==> config.mk <==
export PLATFORM = sky130hd
export DESIGN_NAME = mvna_front
export DESIGN_NICKNAME = d
export VERILOG_FILES = /design/src/rtl/mvna_pkg.sv /design/src/rtl/mvna_front.sv
export SDC_FILE = /design/constraint.sdc
export NUM_CORES = 1
export LEC_CHECK = 0
export BUFFER_PORTS_ARGS = -buffer_cell sky130_fd_sc_hd__buf_2
export CAP_MARGIN = 0
export CELL_PAD_IN_SITES_DETAIL_PLACEMENT = 0
export CELL_PAD_IN_SITES_GLOBAL_PLACEMENT = 2
export CORE_MARGIN = 2
export CORE_UTILIZATION = 29
export CTS_CLUSTER_SIZE = 30
export DETAILED_ROUTE_END_ITERATION = 7
export HOLD_SLACK_MARGIN = 0.03
export PLACE_DENSITY_LB_ADDON = 0.05
export SYNTH_ARGS = -nofsm -noshare
export SYNTH_HDL_FRONTEND = slang
export SYNTH_SLANG_ARGS = --single-unit
export TNS_END_PERCENT = 5
==> constraint.sdc <==
create_clock -name clk -period 10.7 [get_ports clk]
set_input_delay 0.535 -clock clk [delete_from_list [all_inputs] [get_ports clk]]
set_output_delay 0.535 -clock clk [all_outputs]
set_load 0.01 [all_outputs]
==> src/rtl/mvna_pkg.sv <==
// Shared types, constants and helper functions for the mesh vertex normal accumulator.
// No dependencies; every other file in rtl/ except mvna_queue refers to this package by scoped names.
package mvna_pkg;

  localparam int IDX_W = 10;
  localparam int REQ_W = 2;
  localparam int NRM_W = 16;
  localparam int ACC_W = 64;
  localparam int OP_W  = 2;

  localparam logic [NRM_W-1:0] NRM_SAT = 16'd32767;
  localparam logic [ACC_W-1:0] ACC_MAX = {1'b0, {(ACC_W-1){1'b1}}};
  localparam logic [ACC_W-1:0] ACC_MIN = {1'b1, {(ACC_W-1){1'b0}}};

  // Request codes as they arrive on the input channel.
  typedef enum logic [REQ_W-1:0] {
    REQ_LOAD = 2'd0,
    REQ_FACE = 2'd1,
    REQ_READ = 2'd2
  } req_t;

  // Operations after classification; READZ is a read of an out-of-range vertex.
  typedef enum logic [OP_W-1:0] {
    OP_LOAD  = 2'd0,
    OP_FACE  = 2'd1,
    OP_READ  = 2'd2,
    OP_READZ = 2'd3
  } op_t;

  // Result of the normalization unit.
  typedef struct packed {
    logic                    degen;
    logic signed [NRM_W-1:0] nx;
    logic signed [NRM_W-1:0] ny;
    logic signed [NRM_W-1:0] nz;
  } nrm_res_t;

  // Signed 64-bit add that clamps at the two's complement limits.
  function automatic logic [ACC_W-1:0] sat_add64(input logic [ACC_W-1:0] a,
                                                 input logic [ACC_W-1:0] b);
    logic [ACC_W-1:0] s;
    s = a + b;
    if ((a[ACC_W-1] == b[ACC_W-1]) && (s[ACC_W-1] != a[ACC_W-1])) begin
      s = a[ACC_W-1] ? ACC_MIN : ACC_MAX;
    end
    return s;
  endfunction

endpackage

==> src/rtl/mvna_front.sv <==
// Front end of the mesh vertex normal accumulator: accepts items and classifies them.
// Depends on mvna_pkg; feeds mvna_queue with a packed operation word.
module mvna_front #(
  parameter int MAX_VERTICES = 1024,
  parameter int COORD_BITS   = 24,
  localparam int QW = mvna_pkg::OP_W + 3 * mvna_pkg::IDX_W + 3 * COORD_BITS
) (
  input  logic                           clk,
  input  logic                           rst_n,
  input  logic                           en,
  input  logic                           in_valid,
  output logic                           in_ready,
  input  logic [mvna_pkg::REQ_W-1:0]     in_req_type,
  input  logic [mvna_pkg::IDX_W-1:0]     in_index_a,
  input  logic [mvna_pkg::IDX_W-1:0]     in_index_b,
  input  logic [mvna_pkg::IDX_W-1:0]     in_index_c,
  input  logic signed [COORD_BITS-1:0]   in_pos_x,
  input  logic signed [COORD_BITS-1:0]   in_pos_y,
  input  logic signed [COORD_BITS-1:0]   in_pos_z,
  output logic                           q_valid,
  input  logic                           q_ready,
  output logic [QW-1:0]                  q_data
);

  logic            v_r, v_nxt;
  logic [QW-1:0]   d_r;
  logic            take, keep;
  logic            a_ok, b_ok, c_ok;
  mvna_pkg::op_t   op;

  assign a_ok = 32'(in_index_a) < MAX_VERTICES;
  assign b_ok = 32'(in_index_b) < MAX_VERTICES;
  assign c_ok = 32'(in_index_c) < MAX_VERTICES;

  // Items that would change nothing and return nothing are dropped here.
  always_comb begin
    keep = 1'b0;
    op   = mvna_pkg::OP_LOAD;
    unique case (mvna_pkg::req_t'(in_req_type))
      mvna_pkg::REQ_LOAD: begin
        op   = mvna_pkg::OP_LOAD;
        keep = a_ok;
      end
      mvna_pkg::REQ_FACE: begin
        op   = mvna_pkg::OP_FACE;
        keep = a_ok & b_ok & c_ok;
      end
      mvna_pkg::REQ_READ: begin
        op   = a_ok ? mvna_pkg::OP_READ : mvna_pkg::OP_READZ;
        keep = 1'b1;
      end
      default: begin
        keep = 1'b0;
      end
    endcase
  end

  assign in_ready = en & (~v_r | q_ready);
  assign take     = in_valid & in_ready;
  assign q_valid  = v_r;
  assign q_data   = d_r;

  always_comb begin
    if (take) begin
      v_nxt = keep;
    end else if (q_ready) begin
      v_nxt = 1'b0;
    end else begin
      v_nxt = v_r;
    end
  end

  always_ff @(posedge clk) begin
    if (!rst_n) begin
      v_r <= 1'b0;
    end else begin
      v_r <= v_nxt;
    end
  end

  always_ff @(posedge clk) begin
    if (take) begin
      d_r <= {op, in_index_a, in_index_b, in_index_c, in_pos_z, in_pos_y, in_pos_x};
    end
  end

endmodule

==> results of run 1 <==
-- Yosys cell counts (all sizes together) --
master | count | area share, %
edfxtp | 104 | 98
nor2 | 1 | 0.12
o21a | 1 | 0.23
a21oi | 1 | 0.27
nor2b | 4 | 1.1
dfxtp | 1 | 0.63
nand2 | 1 | 0.12
-- per-layer routing --
layer | routed length, µm | vias up | global-route usage [%]
met2 | 3570 | 121 | 18.7
met1 | 2340 | 881 | 11.6
met3 | 1100 | 11 | 7.23
li1 | - | 902 | -
met5 | 16 | - | 0
met4 | 103 | 2 | 6.59
-- power by group --
part	internal [W]	total [W]	switching (W)	leakage, nW
Clock	0.0000797	0.000203	0.000123	0.0780
Combinational	0.0000256	0.0000551	0.0000295	0.875
Sequential	0.000473	0.000476	0.00000329	0.982
-- cell type report --
type | count | area, µm²
fillers | 990 | 6170
flip-flops and latches | 105 | 3140
repair buffers | 216 | 1090
well taps | 140 | 175
clock buffers | 9 | 124
multi-input cells | 8 | 66.3
clock inverters | 7 | 27.5
-- registers in the layout, indices dropped and copies added (netlist names) --
name / flops
q_data: 104
q_valid: 1
-- logic make-up after synthesis --
| logic type | share of synthesized area [%] |
|---|---|
| simple gates | 1.33 |
| flops | 98.2 |
| compound gates | 0.508 |
-- critical path, delay by kind of cell (launching register included) --
kind          cells  cell delay (ns)
buf+inv           1             0.13
flops             1             0.34
simple gates      2             0.24
-- per-stage QoR --
step                instance area (µm²)  power, W  instances
global route                       4620  0.000768        485
CTS                                4620  0.000748        485
floorplan                          3200  0.000506        113
global placement                   4470  0.000542        469
detailed placement                 4470  0.000543        469
finish                             4620  0.000734        485
-- path summary, 6_finish.rpt --
kind              depth (start not counted)            startpoint                   end  slack [ns]
setup reg to reg                          3  q_valid$_SDFFE_PN0P_  q_data[12]$_DFFE_PP_        9.15
hold / removal                            1           in_pos_x[6]   q_data[6]$_DFFE_PP_        0.35
setup / recovery                          3  q_valid$_SDFFE_PN0P_              in_ready        9.10
hold reg to reg                           2  q_valid$_SDFFE_PN0P_  q_valid$_SDFFE_PN0P_        0.66
==> reports/metrics.cfg, run 1 <==
[run_status]
status=completed

[detailed_routing]
vias=1917
drc_errors=0
wl_per_cell_um=14.7
finalWirelength_mm=7.12
viasPerCell=3.95
ant_nets=0
drt_iter0_markers=58
dr.pass1.iters=4

[placement]
portBuffers=214
gp_congestion=0.677
pre_cts_slack_ns=8.84
place_hpwl_mm=5.41

[synth]
ys_seq_area_share_pct=98.2
syn-cell-area_mm2=0.00320
synthDistinctLibCells=9
ys.warnings.count=0
synth_cells=113
synth_seq_cells=105
synth_area_per_cell_um2=28.3
synthesis.nets=222

[worst_setup_path]
start_kind=flip-flop
path_max_fanout=3
critical_path.slowest_cell=dfxtp_1
cp_cell_sequence=nor2b_4 -> nor2b_2 -> buf_2
critPathKind=flip-flop to output pin
crit_path_max_incr_delay_ns=0.34
arrival_ns=1.06
cp.required_ns=10.17
endpoint_kind=output pin

[global_route]
overflow=0
grt_start_max_net_pins=61
antenna_found_initial=1
track_usage_pct=11.7
grt_pass1_wl_mm=9.89
grt_pass1_vias=1907

[floorplan]
io_pins=215
die_h_um=109
fp.coreArea_mm2=0.0108
initial_core_util_pct=29.7
die_area_mm2=0.0119
num_rows=38
die_w_um=109

[layout]
mostFrequentLayoutCells=buf_2, edfxtp_1, clkbuf_8
diodes=0
area_growth_pct=44.4
drive_above_1_share_pct=66.7
layout_commonest_cell=buf_2
layout.nets=449
final_util_pct=42.8

[sta]
grt_setup_unrepaired=no
setup_viol=0
report.final.slew_viol_count=0
max_slew_margin_pct=50.7
tns_ns=0
setup_ws_ns=9.10
tightestPinTransition_ns=0.739
fin_crit_ns=1.60
hold_viol=0
whs_ns=0.350
fmax_ghz=0.625
skew_ns=0.00657
layout_worst_path_cycle_share_pct=14.9

[pwr]
irDropWorstVdd_mv=0.0635
p_per_area_mw_per_mm2=159
cellLeakagePower_nw=1.94

[worst_hold_path]
hold_path.class=input port to flip-flop

[clock_tree]
cts_buffer_depth=2
cts_resized=0
ctsRootBufferMaster=clkbuf_8
clk_pin_slew_worst_paths_ns=0.09
post_cts_buffers=0
cts_buffers=9
cts_tree=yes
clock_sinks=105
clk_latency_ns=0.35
holdBufCountCts=0
ctsHtreeMaxLevel=3

[run]
cap_violations=0

No activity file was read; power rests on OpenSTA's default activity.
==> inputs of run 2 (changes only) <==
--- a/config.mk
+++ b/config.mk
@@ -10,7 +10,7 @@
 export CELL_PAD_IN_SITES_DETAIL_PLACEMENT = 0
 export CELL_PAD_IN_SITES_GLOBAL_PLACEMENT = 2
 export CORE_MARGIN = 2
-export CORE_UTILIZATION = 29
+export CORE_UTILIZATION = 24
 export CTS_CLUSTER_SIZE = 30
 export DETAILED_ROUTE_END_ITERATION = 7
 export HOLD_SLACK_MARGIN = 0.03
==> constraint.sdc (replaced) <==
create_clock -name clk -period 1.3 [get_ports clk]
set_input_delay 0.065 -clock clk [delete_from_list [all_inputs] [get_ports clk]]
set_output_delay 0.065 -clock clk [all_outputs]
set_load 0.01 [all_outputs]
==> run 2 against run 1 <==
- the flow now stops in 4_1_cts
- synthesized cell count stayed put
- area after synthesis is the same
==> reports/metrics.cfg, run 2 <==
[placement]
dp_cells=506
portBuffers=214
gp_congestion=0.709
place_hpwl_mm=5.54

[floorplan]
initial_core_util_pct=24.4
die_h_um=120
num_rows=42
die_w_um=120
io_pins=215

[clock_tree]
cts_resized=0
post_cts_buffers=0
cts_buffer_depth=2
ctsHtreeMaxLevel=3
cts_buffers=9
ctsRootBufferMaster=clkbuf_16
clock_sinks=105
holdBufCountCts=105

[synth]
ys_top_cells_by_count=edfxtp_1, nor2b_1
ys.warnings.count=0
yosysTopAreaCellShare_pct=97.5
ys_seq_area_share_pct=98.2
yosysMostFrequentCell=edfxtp_1
synth_ff_type=edfxtp_1
synth_seq_cells=105
synth_enable_flop_cells=104
yosysTopAreaCell=edfxtp_1
async_flop_share_pct=0
synthesis.nets=222
syn-cell-area_mm2=0.00320
synth_area_per_cell_um2=28.3
synthDistinctLibCells=9
synth_cells=113
synth.area.top_cells=edfxtp_1, dfxtp_1, nor2b_4

[run_status]
status=aborted with a tool error
stop_stage=4_1_cts
tool.error=[ERROR RSZ-0060] Max buffer count reached.

[run 2: logic make-up after synthesis]
family           count (synthesis)  synth area share, %
AO/OA/AOI/OAI                    2                0.508
flip-flops                     105                 98.2
AND/OR/NAND/NOR                  6                 1.33
[run 2: metrics by stage]
stage,setup slack [ns],util (%),setup TNS (ns),hold slack [ns],instance area (µm²)
3_5_place_dp,0.0450,34.5,0,0.243,4540
3_3_place_gp,0.0548,34.5,0,0.241,4540
2_1_floorplan,-1.10,-,-114.29,0.164,3210
==> inputs of run 3 (changes only) <==
==> config.mk (replaced) <==
export PLATFORM = sky130hd
export DESIGN_NAME = mvna_front
export DESIGN_NICKNAME = d
export VERILOG_FILES = /design/src/rtl/mvna_pkg.sv /design/src/rtl/mvna_front.sv
export SDC_FILE = /design/constraint.sdc
export NUM_CORES = 1
export LEC_CHECK = 0
export BUFFER_PORTS_ARGS = -buffer_cell sky130_fd_sc_hd__buf_2
export CAP_MARGIN = 0
export CORE_MARGIN = 2
export CORE_UTILIZATION = 40
export DETAILED_ROUTE_END_ITERATION = 7
export PLACE_DENSITY_LB_ADDON = 0.15
export SYNTH_ARGS = -nofsm -noshare
export SYNTH_HDL_FRONTEND = slang
export SYNTH_SLANG_ARGS = --single-unit
export TNS_END_PERCENT = 5
==> constraint.sdc (replaced) <==
create_clock -name clk -period 1.7 [get_ports clk]
set_input_delay 0.085 -clock clk [delete_from_list [all_inputs] [get_ports clk]]
set_output_delay 0.085 -clock clk [all_outputs]
set_load 0.01 [all_outputs]
==> run 3 against run 2 <==
- the flow again stops in 4_1_cts
- area after synthesis did not move
- synthesized cell count unchanged
==> reports/metrics.cfg, run 3 <==
[run_status]
status=aborted with a tool error
stop_stage=4_1_cts
tool.error=[ERROR RSZ-0060] Max buffer count reached.

[synth]
synth_area_per_cell_um2=28.3
ys_top_cells_by_count=edfxtp_1, nor2b_1
yosysTopAreaCell=edfxtp_1
syn-cell-area_mm2=0.00320
synth_enable_flop_cells=104
ys_seq_area_share_pct=98.2
ys.warnings.count=0
async_flop_share_pct=0
yosysMostFrequentCell=edfxtp_1
synthDistinctLibCells=9
synth_ff_type=edfxtp_1
synth.area.top_cells=edfxtp_1, dfxtp_1, nor2b_4
synth_seq_cells=105
yosysTopAreaCellShare_pct=97.5
synthesis.nets=222
synth_cells=113

[clock_tree]
holdBufCountCts=101
ctsRootBufferMaster=clkbuf_8
ctsHtreeMaxLevel=3
clock_sinks=105
cts_buffer_depth=2
cts_resized=0
cts_buffers=9
post_cts_buffers=0

[placement]
portBuffers=214
gp_congestion=0.740

[floorplan]
num_rows=32
die_h_um=93.5
initial_core_util_pct=41.4
io_pins=215
die_w_um=93.5

[run 3: cell counts after synthesis]
No cell type changed its count.
[run 3: per-stage QoR]
stage               setup slack (ns)  std cells  instance area [µm²]  hold slack, ns  setup TNS (ns)
floorplan                     -0.699        113                 3210           0.184          -72.69
detailed placement             0.442        431                 4440           0.263               0
global placement               0.442        431                 4440           0.261               0
[run 3: kinds of logic after synthesis]
kind of cell,share of synthesized area (%)
compound gates,0.508
flops,98.2
simple gates,1.33
