$ cat src/rtl/mvna_pkg.sv
// Shared types, constants and helper functions for the mesh vertex normal accumulator.
// No dependencies; every other file in rtl/ except mvna_queue refers to this package by scoped names.
package mvna_pkg;

  localparam int IDX_W = 10;
  localparam int REQ_W = 2;
  localparam int NRM_W = 16;
  localparam int ACC_W = 64;
  localparam int OP_W  = 2;

  localparam logic [NRM_W-1:0] NRM_SAT = 16'd32767;
  localparam logic [ACC_W-1:0] ACC_MAX = {1'b0, {(ACC_W-1){1'b1}}};
  localparam logic [ACC_W-1:0] ACC_MIN = {1'b1, {(ACC_W-1){1'b0}}};

  // Request codes as they arrive on the input channel.
  typedef enum logic [REQ_W-1:0] {
    REQ_LOAD = 2'd0,
    REQ_FACE = 2'd1,
    REQ_READ = 2'd2
  } req_t;

  // Operations after classification; READZ is a read of an out-of-range vertex.
  typedef enum logic [OP_W-1:0] {
    OP_LOAD  = 2'd0,
    OP_FACE  = 2'd1,
    OP_READ  = 2'd2,
    OP_READZ = 2'd3
  } op_t;

  // Result of the normalization unit.
  typedef struct packed {
    logic                    degen;
    logic signed [NRM_W-1:0] nx;
    logic signed [NRM_W-1:0] ny;
    logic signed [NRM_W-1:0] nz;
  } nrm_res_t;

  // Signed 64-bit add that clamps at the two's complement limits.
  function automatic logic [ACC_W-1:0] sat_add64(input logic [ACC_W-1:0] a,
                                                 input logic [ACC_W-1:0] b);
    logic [ACC_W-1:0] s;
    s = a + b;
    if ((a[ACC_W-1] == b[ACC_W-1]) && (s[ACC_W-1] != a[ACC_W-1])) begin
      s = a[ACC_W-1] ? ACC_MIN : ACC_MAX;
    end
    return s;
  endfunction

endpackage

$ cat src/rtl/mvna_norm.sv
// Iterative normalization unit: scales a 64-bit vector sum to a Q1.15 unit vector.
// Depends on mvna_pkg; one bit of shift, root or quotient is resolved per cycle.
module mvna_norm (
  input  logic                              clk,
  input  logic                              rst_n,
  input  logic                              start,
  input  logic [mvna_pkg::ACC_W-1:0]        sx,
  input  logic [mvna_pkg::ACC_W-1:0]        sy,
  input  logic [mvna_pkg::ACC_W-1:0]        sz,
  output logic                              done,
  output mvna_pkg::nrm_res_t                res
);

  localparam int AW = mvna_pkg::ACC_W;
  localparam int RW = 47;

  typedef enum logic [7:0] {
    N_IDLE  = 8'b0000_0001,
    N_MAX   = 8'b0000_0010,
    N_SHIFT = 8'b0000_0100,
    N_SQ    = 8'b0000_1000,
    N_ROOT  = 8'b0001_0000,
    N_DINIT = 8'b0010_0000,
    N_DIV   = 8'b0100_0000,
    N_DONE  = 8'b1000_0000
  } nst_t;

  nst_t                                st_r;
  logic [AW-1:0]                       a_r [3];
  logic [2:0]                          neg_r;
  logic [AW-1:0]                       m_r;
  logic [4:0]                          cnt_r;
  logic [59:0]                         prod_r;
  logic [AW-1:0]                       sq_r;
  logic [AW-1:0]                       rs_r, res_r, bit_r;
  logic [RW-1:0]                       rem_r, dv_r;
  logic [mvna_pkg::NRM_W-1:0]          q_r;
  logic [1:0]                          comp_r;
  logic signed [mvna_pkg::NRM_W-1:0]   n_r [3];
  logic                                degen_r;

  logic [AW-1:0]                       m_max, rt;
  logic [mvna_pkg::NRM_W-1:0]          q_new, q_sat;
  logic                                ge;

  function automatic logic [AW-1:0] mag(input logic [AW-1:0] v);
    return v[AW-1] ? (~v + 64'd1) : v;
  endfunction

  always_comb begin
    m_max = a_r[0];
    if (a_r[1] > m_max) begin
      m_max = a_r[1];
    end
    if (a_r[2] > m_max) begin
      m_max = a_r[2];
    end
  end

  assign rt    = res_r + bit_r;
  assign ge    = rem_r >= dv_r;
  assign q_new = {q_r[mvna_pkg::NRM_W-2:0], ge};
  assign q_sat = (q_new > mvna_pkg::NRM_SAT) ? mvna_pkg::NRM_SAT : q_new;

  assign done      = (st_r == N_DONE);
  assign res.degen = degen_r;
  assign res.nx    = n_r[0];
  assign res.ny    = n_r[1];
  assign res.nz    = n_r[2];

  always_ff @(posedge clk) begin
    if (!rst_n) begin
      st_r <= N_IDLE;
    end else begin
      unique case (st_r)
        N_IDLE: begin
          if (start) begin
            st_r <= N_MAX;
          end
        end
        N_MAX: begin
          st_r <= (m_max == '0) ? N_DONE : N_SHIFT;
        end
        N_SHIFT: begin
          if ((m_r[AW-1:30] == '0) && m_r[29]) begin
            st_r <= N_SQ;
          end
        end
        N_SQ: begin
          if (cnt_r[1:0] == 2'd3) begin
            st_r <= N_ROOT;
          end
        end
        N_ROOT: begin
          if (cnt_r == 5'd31) begin
            st_r <= N_DINIT;
          end
        end
        N_DINIT: begin
          st_r <= N_DIV;
        end
        N_DIV: begin
          if (cnt_r == 5'd15) begin
            st_r <= (comp_r == 2'd2) ? N_DONE : N_DINIT;
          end
        end
        N_DONE: begin
          st_r <= N_IDLE;
        end
        default: begin
          st_r <= N_IDLE;
        end
      endcase
    end
  end

  always_ff @(posedge clk) begin
    unique case (st_r)
      N_IDLE: begin
        if (start) begin
          a_r[0]  <= mag(sx);
          a_r[1]  <= mag(sy);
          a_r[2]  <= mag(sz);
          neg_r   <= {sz[AW-1], sy[AW-1], sx[AW-1]};
          degen_r <= 1'b0;
        end
      end
      N_MAX: begin
        m_r <= m_max;
        if (m_max == '0) begin
          degen_r <= 1'b1;
          n_r[0]  <= '0;
          n_r[1]  <= '0;
          n_r[2]  <= '0;
        end
      end
      N_SHIFT: begin
        // Move the top set bit of the largest magnitude onto bit 29.
        if (m_r[AW-1:30] != '0) begin
          m_r <= m_r >> 1;
          for (int i = 0; i < 3; i++) begin
            a_r[i] <= a_r[i] >> 1;
          end
        end else if (!m_r[29]) begin
          m_r <= m_r << 1;
          for (int i = 0; i < 3; i++) begin
            a_r[i] <= a_r[i] << 1;
          end
        end else begin
          cnt_r <= '0;
          sq_r  <= '0;
        end
      end
      N_SQ: begin
        if (cnt_r[1:0] != 2'd3) begin
          prod_r <= a_r[cnt_r[1:0]][29:0] * a_r[cnt_r[1:0]][29:0];
        end
        if (cnt_r[1:0] != 2'd0) begin
          sq_r <= sq_r + 64'(prod_r);
        end
        cnt_r <= cnt_r + 5'd1;
        if (cnt_r[1:0] == 2'd3) begin
          rs_r  <= sq_r + 64'(prod_r);
          res_r <= '0;
          bit_r <= 64'd1 << 62;
          cnt_r <= '0;
        end
      end
      N_ROOT: begin
        if (rs_r >= rt) begin
          rs_r  <= rs_r - rt;
          res_r <= (res_r >> 1) + bit_r;
        end else begin
          res_r <= res_r >> 1;
        end
        bit_r  <= bit_r >> 2;
        cnt_r  <= cnt_r + 5'd1;
        comp_r <= '0;
      end
      N_DINIT: begin
        rem_r <= {2'b00, a_r[comp_r][29:0], 15'd0} + RW'(res_r[31:1]);
        dv_r  <= {res_r[31:0], 15'd0};
        q_r   <= '0;
        cnt_r <= '0;
      end
      N_DIV: begin
        if (ge) begin
          rem_r <= rem_r - dv_r;
        end
        dv_r  <= dv_r >> 1;
        q_r   <= q_new;
        cnt_r <= cnt_r + 5'd1;
        if (cnt_r == 5'd15) begin
          n_r[comp_r] <= neg_r[comp_r] ? -$signed(q_sat) : $signed(q_sat);
          comp_r      <= comp_r + 2'd1;
        end
      end
      N_DONE: begin
      end
      default: begin
      end
    endcase
  end

endmodule

$ cat config.mk
export PLATFORM = sky130hd
export DESIGN_NAME = mvna_norm
export DESIGN_NICKNAME = d
export VERILOG_FILES = /design/src/rtl/mvna_pkg.sv /design/src/rtl/mvna_norm.sv
export SDC_FILE = /design/constraint.sdc
export NUM_CORES = 2
export LEC_CHECK = 0
export ABC_AREA = 1
export BUFFER_PORTS_ARGS = -buffer_cell sky130_fd_sc_hd__buf_2
export CORE_MARGIN = 8
export CORE_UTILIZATION = 47
export DETAILED_ROUTE_END_ITERATION = 7
export GPL_ROUTABILITY_DRIVEN = 0
export MAX_ROUTING_LAYER = met4
export PLACE_DENSITY = 0.64
export SYNTH_ARGS = -nofsm -noshare
export SYNTH_HDL_FRONTEND = slang
export SYNTH_SLANG_ARGS = --single-unit
export TNS_END_PERCENT = 30
$ cat constraint.sdc
create_clock -name clk -period 8.45 [get_ports clk]
set_input_delay 0.4225 -clock clk [delete_from_list [all_inputs] [get_ports clk]]
set_output_delay 0.4225 -clock clk [all_outputs]
set_load 0.01 [all_outputs]
==> metrics.txt <==
Routed Wire Length=293000 um; sequential area share after synthesis=25.6%; ratio of final minimum period to clock period=97.5%; Via Count=77300; startpoint class of the critical path=flop; area of placed instances=88000 um2; Tightest Pin Transition=1.20 ns; flops & latches, synth=719; Max clock buf depth=3; clock tree from TritonCTS=done; Final Instance Area=91200 um2; post-synthesis cell area=83800 um2; maximum number of pins on one net before global-route repair=208; Distinct cells, synth=77; Post-Syn Nets=12300; maximum fanout count along the critical path=10; Starting Density=47.1%; Synth Area per Inst=7.79 um2; Worst Path Arrival=8.68 ns; Core ar.=178000 um2; violations in the final reports=design-rule violations; GRT overflow=0; commonest non-fill, non-tap cells in the layout=sky130_fd_sc_hd__inv_1, sky130_fd_sc_hd__nand2_1, sky130_fd_sc_hd__nor2_1; Tightest Hold Check Type=in2reg; Relative slew margins=19.5%; cell seen most often among critical-path stages=sky130_fd_sc_hd__fa_1; most frequent standard cell in the layout excluding fill and tap cells=sky130_fd_sc_hd__inv_1; die area=192000 um2; beginning of the worst hold path=sy[0]; cell chosen for the clock root=sky130_fd_sc_hd__clkbuf_16; clock period minus worst slack=8.24 ns; I/O pin cnt=245; ratio of cells with drive above 1 in the final layout=6.36%; core utilization of the finished layout=51.3%; total count of max-transition violations in the final report=0; warning count from the yosys run=0; cells after synthesis=10800; Buffers on Ports=244; dominant synthesized flop cell=sky130_fd_sc_hd__edfxtp_1; clk slew on worst S/H paths=0.06 ns; setup TNS after final layout=0 ns; final setup violating endpoints=0; number of antenna-violating nets in the routed design=0; global-route wire length before repair=442000 um; critical path buffer and inverter count=8; Area Growth Syn to Fin=8.84%; global-route usage over all layers=30.3%; critical path class=reg2reg; run status=finished, violations left; cell family with most CP delay=adder cells; number of global-route vias before repair=75000; Max Cap Violations=0; Die Ht=438 um; via-per-instance ratio=5.77; DR pass1 iterations=8; launch instance of the worst register-to-register path=a_r[1][16]$_DFFE_PP_; Post-synth EDFFs=707; H-tree Lvls=3; crit path capture type=flop; critical path required time=8.89 ns; final hold viol count=0; timing startpoint of the critical path=a_r[1][16]$_DFFE_PP_; worst clock skew on the final layout=0.0535 ns; net total in the final layout=12500; Worst Setup Slack, final=0.208 ns; DR iter-0 viols=8891; slowest stage cell on the critical path=sky130_fd_sc_hd__fa_1; DRC viols=2; Max Clk Rate=121 MHz; post-detailed-placement half-perimeter wirelength=235000 um; mean routed wirelength per cell=21.9 um; number of antenna violations at the first check in global routing=10; post-synthesis async set-or-reset flop share=0%; total number of placement rows=155; die width=438 um; Post-Place Setup Slack=-0.0487 ns; number of buffers added by the clock tree synthesis step=88; number of sinks driven by the clock tree=719; slowest cell delay on critical path=0.55 ns; Skew-Pair Late Insertion Delay=0.73 ns
registers in the layout, summed over array words and instances (netlist names), 3 cells and up, named ones only:
signal / cells
rs_r: 64
q_r: 15
prod_r: 59
a_r: 192
res_r: 64
rem_r: 47
n_r: 48
m_r: 64
st_r: 8
sq_r: 64
dv_r: 47
bit_r: 32
cnt_r: 5
neg_r: 3
cells in the mapped netlist (13+ instances only):
| cell | count | area [um2] |
|---|---|---|
| sky130_fd_sc_hd__nand3b_1 | 20 | 150 |
| sky130_fd_sc_hd__nand3_2 | 20 | 200 |
| sky130_fd_sc_hd__nand4_1 | 79 | 494 |
| sky130_fd_sc_hd__o31ai_1 | 13 | 97.6 |
| sky130_fd_sc_hd__o211ai_1 | 111 | 833 |
| sky130_fd_sc_hd__fa_1 | 701 | 14000 |
| sky130_fd_sc_hd__nand2_1 | 1889 | 7090 |
| sky130_fd_sc_hd__xnor2_1 | 156 | 1370 |
| sky130_fd_sc_hd__xor2_1 | 224 | 1960 |
| sky130_fd_sc_hd__o21ai_0 | 757 | 3790 |
| sky130_fd_sc_hd__o21ai_2 | 13 | 114 |
| sky130_fd_sc_hd__o21a_1 | 39 | 293 |
| sky130_fd_sc_hd__inv_2 | 24 | 90.1 |
| sky130_fd_sc_hd__nor2_1 | 1318 | 4950 |
| sky130_fd_sc_hd__nor3_1 | 93 | 465 |
| sky130_fd_sc_hd__and2_1 | 18 | 113 |
| sky130_fd_sc_hd__o21ai_1 | 144 | 721 |
| sky130_fd_sc_hd__nor4_1 | 80 | 500 |
| sky130_fd_sc_hd__edfxtp_1 | 707 | 21200 |
| sky130_fd_sc_hd__o221ai_1 | 65 | 569 |
| sky130_fd_sc_hd__a31oi_1 | 120 | 751 |
| sky130_fd_sc_hd__o22ai_1 | 43 | 269 |
| sky130_fd_sc_hd__ha_1 | 638 | 7980 |
| sky130_fd_sc_hd__clkbuf_1 | 230 | 863 |
| sky130_fd_sc_hd__a21o_1 | 23 | 173 |
| sky130_fd_sc_hd__buf_1 | 19 | 71.3 |
| sky130_fd_sc_hd__o21bai_1 | 26 | 195 |
| sky130_fd_sc_hd__inv_1 | 1970 | 7390 |
| sky130_fd_sc_hd__a21oi_1 | 671 | 3360 |
| sky130_fd_sc_hd__or2_2 | 25 | 156 |
| sky130_fd_sc_hd__buf_2 | 27 | 135 |
| sky130_fd_sc_hd__nand3_1 | 294 | 1470 |
per-layer routing:
| layer | GRT usage (%) | part of all wire [%] | up-vias |
|---|---|---|---|
| li1 | - | - | 35500 |
| met1 | 39.7 | 40 | 36700 |
| met2 | 45.1 | 43 | 4259 |
| met3 | 5.65 | 10 | 835 |
| met4 | 14.9 | 6.2 | 0 |
| met5 | - | 0 | - |
kinds of logic after synthesis:
group,after synthesis,share of synthesized area (%)
multiplexers,8,0.0956
adder cells (fa/ha/maj),1339,26.3
XOR/XNOR,380,3.97
AO/OA/AOI/OAI,2116,14.2
flip-flops,719,25.6
buffers and inverters,2302,10.5
AND/OR/NAND/NOR,3898,19.2
layout make-up:
class                           instances  area [um2]
Fill cell                           17100       86700
Tap cell                             2355        2950
Inverter                             2006        7570
Timing Repair Buffer                  394        2500
Clock buffer                          103        2260
Clock inverter                         59         778
Multi-Input combinational cell       7741       53600
Sequential cell                       719       21500
Antenna cell                            9        22.5
timing repair:
action                                  CTS  global route
resized for setup                         2            27
pin swaps                                 0             1
gates cloned                              0             0
hold endpoints to repair                  2             0
setup buffers                             5             4
endpoints found under the setup margin    5            35
hold buffers                              1             0
stage by stage:
stage / hold WS (ns) / instances
after global placement: 0.532 / 13200
after CTS: 0.0499 / 13400
final: 0.0909 / 13400
after global routing: 0.0937 / 13400
after floorplan: 0.520 / 10800
after detailed placement: 0.540 / 13200
worst paths after layout:
check	end	slack, ns	depth (start not counted)
worst max register to register	prod_r[52]$_DFFE_PP_	0.21	29
worst min-delay path	a_r[1][0]$_SDFFCE_PP0P_	0.09	3
worst min register to register	m_r[35]$_DFFE_PP_	0.55	2
worst max-delay path	prod_r[52]$_DFFE_PP_	0.21	29
tightest hold or removal path, stage by stage:
cell and delay [ns]:
sky130_fd_sc_hd__buf_2 0.09, sky130_fd_sc_hd__inv_2 0.05, sky130_fd_sc_hd__a21oi_1 0.12
Power is not shown: default switching activity piles up to over one toggle a cycle in this logic, so the estimate is an artifact.
