**src/rtl/mvna_queue.sv**
```systemverilog
// Two-entry queue between the front end and the back end.
// No package dependency; the payload is an opaque word of width W.
module mvna_queue #(
  parameter int W = 104
) (
  input  logic         clk,
  input  logic         rst_n,
  input  logic         in_valid,
  output logic         in_ready,
  input  logic [W-1:0] in_data,
  output logic         out_valid,
  input  logic         out_ready,
  output logic [W-1:0] out_data
);

  logic [W-1:0] buf_r [2];
  logic         wp_r, rp_r;
  logic [1:0]   cnt_r, cnt_nxt;
  logic         push, pop;

  assign in_ready  = (cnt_r != 2'd2);
  assign out_valid = (cnt_r != 2'd0);
  assign out_data  = buf_r[rp_r];
  assign push      = in_valid & in_ready;
  assign pop       = out_valid & out_ready;

  always_comb begin
    cnt_nxt = cnt_r;
    if (push && !pop) begin
      cnt_nxt = cnt_r + 2'd1;
    end else if (pop && !push) begin
      cnt_nxt = cnt_r - 2'd1;
    end
  end

  always_ff @(posedge clk) begin
    if (!rst_n) begin
      wp_r  <= 1'b0;
      rp_r  <= 1'b0;
      cnt_r <= 2'd0;
    end else begin
      cnt_r <= cnt_nxt;
      if (push) begin
        wp_r <= ~wp_r;
      end
      if (pop) begin
        rp_r <= ~rp_r;
      end
    end
  end

  always_ff @(posedge clk) begin
    if (push) begin
      buf_r[wp_r] <= in_data;
    end
  end

endmodule

```
**config.mk**
```make
export PLATFORM = sky130hd
export DESIGN_NAME = mvna_queue
export DESIGN_NICKNAME = d
export VERILOG_FILES = /design/src/rtl/mvna_queue.sv
export SDC_FILE = /design/constraint.sdc
export NUM_CORES = 1
export LEC_CHECK = 0
export BUFFER_PORTS_ARGS = -buffer_cell sky130_fd_sc_hd__buf_2
export CAP_MARGIN = 20
export CELL_PAD_IN_SITES_DETAIL_PLACEMENT = 2
export CELL_PAD_IN_SITES_GLOBAL_PLACEMENT = 2
export CORE_MARGIN = 2
export CORE_UTILIZATION = 41
export DETAILED_ROUTE_END_ITERATION = 8
export GPL_ROUTABILITY_DRIVEN = 1
export PLACE_DENSITY = 0.91
export SLEW_MARGIN = 20
export SYNTH_ARGS = -nofsm -noshare
export SYNTH_HDL_FRONTEND = slang
export SYNTH_SLANG_ARGS = --single-unit
```
**constraint.sdc**
```tcl
create_clock -name clk -period 11 [get_ports clk]
set_clock_uncertainty 0.1 [all_clocks]
set_input_delay 1.1 -clock clk [delete_from_list [all_inputs] [get_ports clk]]
set_output_delay 1.1 -clock clk [all_outputs]
set_load 0.03 [all_outputs]
```
==> results of run 1 <==
-- kinds of logic (layout without fill, tap and decap cells) --
family,Yosys count,in the layout,share of synthesized area [%]
AOI/OAI and AO/OA,5,5,0.438
DFF,213,213,79.3
and+or+nand+nor,9,9,0.813
muxes,104,104,17.5
adders and majority gates,1,1,0.156
other,0,2,0
buffers and inverters,13,261,1.47
xor gates and xnor gates,3,3,0.329
-- worst paths after layout --
check | startpoint | endpoint
worst max-delay path | flop | out_data[23]
worst min-delay path | cnt_r[1] | cnt_r[1]
worst max register to register | cnt_r[0] | buf_r[0][2]
worst min register to register | cnt_r[1] | cnt_r[1]
-- report_power, final --
part	internal [W]	leakage, nW	switching (W)
registers	0.00102	1.98	0.0000645
logic	0.000285	1.50	0.000460
clock network	0.000457	0.366	0.000309
-- metal layers --
| layer | routed length [um] | up-vias | global-route usage, % |
|---|---|---|---|
| met5 | 11 | - | 0 |
| met4 | 412 | 2 | 4.64 |
| met3 | 1220 | 33 | 4.60 |
| met2 | 10200 | 157 | 33.1 |
| met1 | 6870 | 2065 | 19.7 |
| li1 | - | 1846 | - |
-- sequential cells by signal, summed over array words and instances (netlist names), named ones only --
register	cells
wp_r	1
cnt_r	2
rp_r	1
buf_r	208
-- critical path: stages, from the launching register on --
cell and delay [ns]:
dfxtp_4 0.89, buf_4 0.85, mux2_2 0.42, buf_2 0.18
-- stage by stage --
stage	setup WS [ns]	total power (W)	cell area, sq um
6_report	6.89	0.00259	10100
5_1_grt	6.74	0.00269	10100
4_1_cts	6.83	0.00263	10100
3_5_place_dp	7.37	0.00186	9320
3_3_place_gp	7.48	0.00181	9320
2_1_floorplan	6.87	0.00166	8000
-- cells in the mapped netlist --
cell      instances
or2_2             1
nand2b_4          1
a21boi_1          1
buf_8             1
xor2_1            1
dfxtp_1           5
buf_6             7
edfxtp_1        208
a21boi_0          1
buf_2             4
o21ai_0           1
o21ai_1           1
mux2_4           60
mux2_2           44
and3_1            1
inv_1             1
xnor2_1           2
a21bo_2           1
nand3b_1          1
or3_1             1
and2_1            4
ha_1              1
-- area by class of cell --
cell class / instances / area (sq um) / area share, %
flip-flops and latches: 213 / 6350 / 63.0
diodes: 2 / 5.00 / 0.0496
clock buffers: 27 / 633 / 6.28
inverters: 1 / 6.26 / 0.0620
multi-input cells: 122 / 1540 / 15.3
well taps: 265 / 332 / 3.29
repair buffers: 216 / 1090 / 10.8
clock inverters: 17 / 128 / 1.27
==> results.yml, run 1 <==
logic_synthesis:
  yosysTopAreaCell: "edfxtp_1"
  netlist_area_sq_um: 8000
  syn_avg_cell_area_sq_um: 23.0
  synth_nets: 457
  ys_top_cells_by_area: "edfxtp_1 (78%), mux2_4 (11%), mux2_2 (6.2%)"
  synth_top_area_share_pct: 78.1
  yosysSeqAreaShare_pct: 79.3
  ys.warnings.count: 0
  postSynthCellCount: 348
  synth-seq-cells: 213
  synth_cell_types: 22
detailed_routing:
  drc: 0
  avgRoutedWirePerCell_um: 21.7
  dr.pass1.iters: 4
  antenna_left: 0
  drtIter0Drc: 180
  dr_total_vias: 4103
  viasPerCell: 4.75
  finalWirelength_mm: 18.7
sta:
  worst_pin_slew_ns: 0.916
  slew_headroom_pct: 38.9
  setup_tns_ns: 0
  finalCritPeriodShare_pct: 37.4
  drv_slew: 0
  finalHoldViolCount: 0
  period_minus_slack_ns: 4.11
  grt_setup_unrepaired: "false"
  hold_slack_ns: 0.468
  setup_viol: 0
  fmax_mhz: 243
worst_setup_path:
  cp_max_fo: 53
  worst-setup-path-type: "reg -> out"
  cp-start-kind: "flop"
  critPathRequiredTime_ns: 9.80
  worstPathArrival_ns: 2.91
  rrSetupSlack_ns: 8.42
  r2r_cells: 4
  worstSetupEndpointType: "output port"
cells_and_area:
  mostFrequentLayoutCells: "buf_2 (213), edfxtp_1 (208), mux2_4 (60), mux2_2 (44), clkbuf_16 (25)"
  drive_above_1_share_pct: 60.1
  instances_no_fill: 863
  nets: 687
  layout_commonest_cell: "buf_2"
  final_util_pct: 52.3
  fillers: 1761
  area_delta_synth_final_pct: 26.0
global_route:
  antenna_found_initial: 3
  grt_max_degree: 58
  grt_util_all_layers_pct: 17.6
  grt_pass1_vias: 4598
  grt_pass1_wl_mm: 26.9
  grt-ovfl-total: 0
floorplan:
  die_h_um: 144
  die_x_um: 144
  core_area_sq_um: 19300
  dieArea_sq_um: 20600
  ioPinCount: 214
  rows: 51
  start_util_pct: 41.5
clocking:
  clk_latency_ns: 0.50
  cts_tree: "built"
  post_cts_buffers: 0
  cts.sinks: 213
  root_buffer: "clkbuf_16"
  numCtsBuffers: 24
  cts_resized: 0
  clkTransAtPathRegs_ns: 0.06
  hold_buffers: 0
  cts.path.max_buffers: 3
  htree_levels: 1
worst_hold_path:
  hold_path_class: "reg -> reg"
  hold-path-cell-count: 2
power:
  peakVddDrop_mv: 0.147
  p_per_area_nw_per_um2: 257
  leakage_nw: 3.85
run_status:
  status: "complete, no violations"
placed_design:
  io_buffer_count: 213
  dp.cells: 817
  gp_congestion: 0.682
  dp_hpwl_mm: 13.3
job:
  max_cap_viol_count: 0
(Power assumes the default switching activity.)
==> run 2, diff against run 1 <==
--- a/config.mk
+++ b/config.mk
@@ -5,15 +5,16 @@
 export SDC_FILE = /design/constraint.sdc
 export NUM_CORES = 1
 export LEC_CHECK = 0
+export ABC_AREA = 1
 export BUFFER_PORTS_ARGS = -buffer_cell sky130_fd_sc_hd__buf_2
 export CAP_MARGIN = 20
 export CELL_PAD_IN_SITES_DETAIL_PLACEMENT = 2
 export CELL_PAD_IN_SITES_GLOBAL_PLACEMENT = 2
 export CORE_MARGIN = 2
-export CORE_UTILIZATION = 41
+export CORE_UTILIZATION = 38
 export DETAILED_ROUTE_END_ITERATION = 8
 export GPL_ROUTABILITY_DRIVEN = 1
-export PLACE_DENSITY = 0.91
+export PLACE_DENSITY = 0.87
 export SLEW_MARGIN = 20
 export SYNTH_ARGS = -nofsm -noshare
 export SYNTH_HDL_FRONTEND = slang
==> constraint.sdc (replaced) <==
create_clock -name clk -period 3.95 [get_ports clk]
set_clock_uncertainty 0.1 [all_clocks]
set_input_delay 0.395 -clock clk [delete_from_list [all_inputs] [get_ports clk]]
set_output_delay 0.395 -clock clk [all_outputs]
set_load 0.03 [all_outputs]
==> run 2 against run 1 <==
  * Total power rose to 2.8 times the previous value
  * Critical endpoint is now out_data[103]
  * Utilization up 1.3 points
  * Sequential cell count unchanged
  * Clock power rose to 3.0 times the previous value
  * Non-clock buffer count up 99
  * Design area up 11%
  * First-iteration DRC count down 9.4%
  * Via count up 10%
  * Worst hold slack worse by 0.44 ns
  * Count of clock-buffer cells in the layout up 2
  * Critical path type unchanged
  * Synthesized cell count up 3.7%
==> results.yml, run 2 <==
logic_synthesis:
  netlist_area_sq_um: 8000
  synth_async_sr_flop_share_pct: 0
  synth_nets: 470
  yosysTopAreaCell: "edfxtp_1"
  synth_common_cells: "edfxtp_1 (208), mux2_4 (60), mux2_2 (44)"
  synth-seq-cells: 213
  yosysSeqAreaShare_pct: 79.4
  synthFlopType: "edfxtp_1"
  synth_cell_types: 16
  synth.most_common_cell: "edfxtp_1"
  synth_top_area_share_pct: 78.1
  synth_edf_count: 208
  syn_avg_cell_area_sq_um: 22.2
  postSynthCellCount: 361
  ys_top_cells_by_area: "edfxtp_1 (78%), mux2_4 (11%), mux2_2 (6.2%)"
  ys.warnings.count: 0
sta:
  grt_setup_unrepaired: "false"
  finalHoldViolCount: 0
  setup_viol: 0
  worst_pin_slew_ns: 0.903
  slew_headroom_pct: 39.8
  hold_slack_ns: 0.0232
  drv_slew: 0
  fmax_mhz: 342
  period_minus_slack_ns: 2.92
  finalCritPeriodShare_pct: 73.9
power:
  intPower_w: 0.00506
  p_seq_share_pct: 41.3
  p_sw_share_pct: 31.2
  p_per_area_nw_per_um2: 658
  leakage_nw: 4.34
  switchingPower_w: 0.00229
  clock_power_share_pct: 30.8
  power_frac_comb_pct: 27.9
  peakVddDrop_mv: 0.478
clocking:
  clkTransAtPathRegs_ns: 0.06
  clk_latency_ns: 0.49
  root_buffer: "clkbuf_16"
  numCtsBuffers: 24
  cts_resized: 0
  cts_tree: "built"
  cts.sinks: 213
  htree_levels: 1
  post_cts_buffers: 0
  cts.path.max_buffers: 3
floorplan:
  dieArea_sq_um: 22200
  die_x_um: 149
  rows: 53
  ioPinCount: 214
  die_h_um: 149
  core_area_sq_um: 20800
  start_util_pct: 38.4
placed_design:
  gp_congestion: 0.685
  io_buffer_count: 213
  post_dp_cell_area_sq_um: 9380
  dp_hpwl_mm: 12.6
cells_and_area:
  diodes: 0
  layout_commonest_cell: "buf_2"
  top_register: "buf_r"
  fillers: 1906
  nets: 799
  largest_reg_flops: 208
  drive_above_1_share_pct: 50.7
  area_delta_synth_final_pct: 39.7
  final_area_sq_um: 11200
  mostFrequentLayoutCells: "buf_2 (213), edfxtp_1 (208), dlygate4sd3_1 (98), mux2_4 (60), mux2_2 (44)"
  reg.largest.list: "buf_r x208, cnt_r x2"
run_status:
  status: "complete, no violations"
detailed_routing:
  dr.pass1.iters: 4
  viasPerCell: 4.61
  finalWirelength_mm: 20.6
  antenna_left: 0
  dr_total_vias: 4526
  avgRoutedWirePerCell_um: 21.0
  drtIter0Drc: 163
  drc: 0
worst_setup_path:
  r2r_cells: 5
  cp-start-kind: "flop"
  worstPathArrival_ns: 2.43
  crit_path_top_delay_cell: "dfxtp_4"
  crit_end: "out_data[103]"
  r2r-end: "buf_r[0][103]"
  critPathRequiredTime_ns: 3.45
  worstPathCellList: "buf_4 -> mux2_2 -> buf_2"
  worstSetupEndpointType: "output port"
  cp_max_fo: 46
  worst-setup-path-type: "reg -> out"
  r2r-start: "cnt_r[0]"
  slowest_delay_ns: 0.93
  rrSetupSlack_ns: 2.02
global_route:
  grt_max_degree: 105
  grt_pass1_wl_mm: 30.6
  grt_util_all_layers_pct: 18.3
  grt_pass1_vias: 5217
  grt-ovfl-total: 0
  antenna_found_initial: 0
worst_hold_path:
  hold_path_class: "in -> reg"
  hold-path-cell-count: 1
job:
  max_cap_viol_count: 0
## run 2: changes by cell type in the layout (fill, tap and decap cells not counted), moves of 3 or more
cell / change
clkinv_1: -6
inv_1: +8
buf_12: +3
dlygate4sd3_1: +98
and2_1: -4
nor2_1: +6
nand2_1: +9
## run 2: through the flow
stage               cells  worst slack, ns  power, W  setup TNS (ns)  utilization [%]
detailed placement    841             1.52   0.00505               0             45.0
global placement      841             1.56   0.00494               0             45.0
CTS                   979            0.967   0.00741               0             53.5
finish                981             1.03   0.00735               0             53.6
floorplan             361           -0.129   0.00449          -26.82                -
global route          981            0.921   0.00764               0             53.6
## run 2: worst min-delay path by stage
stage | from | end
4_1_cts | in_data[53] | buf_r[0][53]
6_report | in_data[53] | buf_r[0][53]
3_5_place_dp | rp_r | rp_r
5_1_grt | in_data[68] | buf_r[1][68]
3_3_place_gp | rp_r | rp_r
2_1_floorplan | rp_r | flop
## run 2: cell families (layout without fill, tap and decap cells)
logic type               Yosys count  after routing  synth area share [%]
AND/OR/NAND/NOR                   19             19                 0.939
AO/OA/AOI/OAI                      4              4                 0.282
multiplexers                     104            104                  17.5
adder cells (fa/ha/maj)            1              1                 0.156
buffers and inverters             20            365                  1.80
flip-flops                       213            213                  79.4
## run 2: power by group through the flow
| stage | clock (W) | sequential, W | combinational (W) |
|---|---|---|---|
| 2_1_floorplan | 0 | 0.00298 | 0.00151 |
| 3_3_place_gp | 0 | 0.00304 | 0.00190 |
| 3_5_place_dp | 0 | 0.00308 | 0.00197 |
| 4_1_cts | 0.00231 | 0.00304 | 0.00205 |
| 5_1_grt | 0.00240 | 0.00307 | 0.00217 |
| 6_report | 0.00226 | 0.00304 | 0.00205 |
## run 2: metal layers
metal  wire, um  global-route usage (%)  vias up
met5          0                       0        -
met4        378                    4.00        0
met3        900                    3.24       31
met2      11700                    36.0      144
met1       7670                    20.4     2278
li1           -                       -     2073
## run 2: worst max-delay path: cells and delay by family (launching register included)
| family | cells | cell delay [ns] |
|---|---|---|
| buffers and inverters | 2 | 0.61 |
| flip-flops | 1 | 0.93 |
| multiplexers | 1 | 0.37 |
## run 2: cell type report
class / count / area [sq um] / area share [%]
Timing Repair Buffer: 315 / 2110 / 18.9
Multi-Input combinational cell: 128 / 1520 / 13.6
Inverter: 8 / 30.0 / 0.269
Sequential cell: 213 / 6350 / 56.9
Tap cell: 275 / 344 / 3.08
Clock buffer: 29 / 641 / 5.74
Clock inverter: 13 / 166 / 1.49
## run 2: what timing repair did
action,in CTS,in global routing
hold buffers,96,2
endpoints found under the hold margin,187,4
setup endpoints to repair,0,0
==> run 3, diff against run 2 <==
--- a/config.mk
+++ b/config.mk
@@ -5,16 +5,16 @@
 export SDC_FILE = /design/constraint.sdc
 export NUM_CORES = 1
 export LEC_CHECK = 0
-export ABC_AREA = 1
+export ABC_AREA = 0
 export BUFFER_PORTS_ARGS = -buffer_cell sky130_fd_sc_hd__buf_2
 export CAP_MARGIN = 20
 export CELL_PAD_IN_SITES_DETAIL_PLACEMENT = 2
 export CELL_PAD_IN_SITES_GLOBAL_PLACEMENT = 2
 export CORE_MARGIN = 2
-export CORE_UTILIZATION = 38
+export CORE_UTILIZATION = 39
 export DETAILED_ROUTE_END_ITERATION = 8
 export GPL_ROUTABILITY_DRIVEN = 1
-export PLACE_DENSITY = 0.87
+export PLACE_DENSITY = 0.88
 export SLEW_MARGIN = 20
 export SYNTH_ARGS = -nofsm -noshare
 export SYNTH_HDL_FRONTEND = slang
==> constraint.sdc (replaced) <==
create_clock -name clk -period 3 [get_ports clk]
set_clock_uncertainty 0.1 [all_clocks]
set_input_delay 0.3 -clock clk [delete_from_list [all_inputs] [get_ports clk]]
set_output_delay 0.3 -clock clk [all_outputs]
set_load 0.03 [all_outputs]
==> run 3 against run 2 <==
  * Count of clock-buffer cells in the layout is the same
  * Worst hold slack improved by 0.068 ns
  * Combinational power grew 49%
==> results.yml, run 3 (synthesis gave the netlist of run 1 again) <==
run_status:
  status: "complete, no violations"
clocking:
  cts_resized: 0
  htree_levels: 1
  hold_buffers: 105
  root_buffer: "clkbuf_16"
  clkTransAtPathRegs_ns: 0.06
  cts.path.max_buffers: 3
  post_cts_buffers: 0
  cts_tree: "built"
  numCtsBuffers: 23
  clk_latency_ns: 0.48
  cts.sinks: 213
cells_and_area:
  largest_reg_flops: 208
  layout_commonest_cell: "buf_2"
  reg.largest.list: "buf_r x208, cnt_r x2"
  area_delta_synth_final_pct: 39.5
  top_register: "buf_r"
  seqCellArea_sq_um: 6350
  multi_input_area_sq_um: 1540
  instances_no_fill: 977
  fillers: 1799
  mostFrequentLayoutCells: "buf_2 (213), edfxtp_1 (208), dlygate4sd3_1 (105), mux2_4 (60), mux2_2 (44)"
  drive_above_1_share_pct: 51.3
  nets: 798
worst_setup_path:
  r2r-start: "cnt_r[0]"
  r2r_cells: 4
  critPathRequiredTime_ns: 2.60
  cp-start-kind: "flop"
  r2r-end: "buf_r[0][83]"
  worstPathArrival_ns: 2.11
  rrSetupSlack_ns: 0.94
  worstSetupEndpointType: "output port"
  crit_end: "out_data[18]"
  worst-setup-path-type: "reg -> out"
  cp_max_fo: 27
placed_design:
  gp_congestion: 0.771
  dp.cells: 829
  dp_hpwl_mm: 13.1
  io_buffer_count: 213
worst_hold_path:
  hold_path_class: "in -> reg"
global_route:
  gr-usage-met1_pct: 21.5
  top_usage_layer: "met2"
  grt.met3_usage_pct: 4.47
  antenna_found_initial: 2
  grt_util_all_layers_pct: 20.6
  grt_pass1_wl_mm: 33.6
  grt_max_degree: 59
  grt_pass1_vias: 5319
  grt_use_met2_pct: 41.9
  grt-ovfl-total: 0
sta:
  fmax_mhz: 399
  finalCritPeriodShare_pct: 83.5
  drv_slew: 0
  setup_tns_ns: 0
  slew_headroom_pct: 58.1
  setup_viol: 0
  period_minus_slack_ns: 2.51
  finalHoldViolCount: 0
  grt_setup_unrepaired: "false"
  worst_pin_slew_ns: 0.627
job:
  max_cap_viol_count: 0
floorplan:
  ioPinCount: 214
  die_h_um: 147
  start_util_pct: 39.7
  die_x_um: 147
  rows: 52
  core_area_sq_um: 20200
  dieArea_sq_um: 21700
detailed_routing:
  drtIter0Drc: 251
  viasPerCell: 4.67
  antenna_left: 0
  drc: 0
  finalWirelength_mm: 22.5
  avgRoutedWirePerCell_um: 23.0
  dr.pass1.iters: 5
  dr_total_vias: 4561
power:
  p_per_area_nw_per_um2: 857
  peakVddDrop_mv: 0.491
  leakage_nw: 4.30
run 3: cell count changes in the layout (fill, tap and decap cells not counted), moves of 3 or more:
cell           change
nor2_1             -6
buf_4              +5
inv_1              -8
bufinv_16          -3
and2_1             +4
nand2_1            -9
dlygate4sd3_1      +7
run 3: per-stage QoR:
stage,util (%),setup WS (ns),hold slack (ns),cell area (sq um),total power [W]
after global routing,55.3,0.393,0.110,11200,0.00992
final,55.3,0.494,0.0910,11200,0.00956
after CTS,55.3,0.482,0.0680,11200,0.00956
after detailed placement,46.7,0.880,0.393,9430,0.00688
after global placement,46.7,1.02,0.387,9430,0.00673
after floorplan,-,0.276,0.299,8000,0.00606
run 3: how the worst min path moves through the flow:
stage,end,startpoint,cells after the start
2_1_floorplan,buf_r[0][0],in_data[0],0
3_3_place_gp,buf_r[0][8],in_data[8],1
3_5_place_dp,buf_r[1][16],in_data[16],1
4_1_cts,wp_r,in_valid,3
5_1_grt,wp_r,in_valid,3
6_report,wp_r,in_valid,3
run 3: cell type report:
class | count | area share [%]
multi-input combinational | 122 | 13.8
tap | 270 | 3.03
timing repair buffer | 328 | 20.1
clock inverter | 12 | 0.695
inverter | 1 | 0.0673
antenna | 2 | 0.0449
sequential | 213 | 56.9
clock buffer | 29 | 5.36
run 3: report_power, final:
part           switching [W]  internal, W
sequential          0.000194      0.00372
clock                0.00110      0.00149
combinational        0.00185      0.00119
run 3: layer usage:
metal  vias to the layer above  share of wire (%)  wire length (um)
met1                      2313                 35              7940
met5                         -                  0                 0
met4                         0                1.6               368
met2                       161                 58             13000
met3                        25                5.2              1160
li1                       2062                  -                 -
run 3: worst max-delay path, cell delays in order (launching register included):
cell and delay [ns]:
dfxtp_4 0.63, buf_4 0.40, mux2_2 0.39, buf_2 0.19
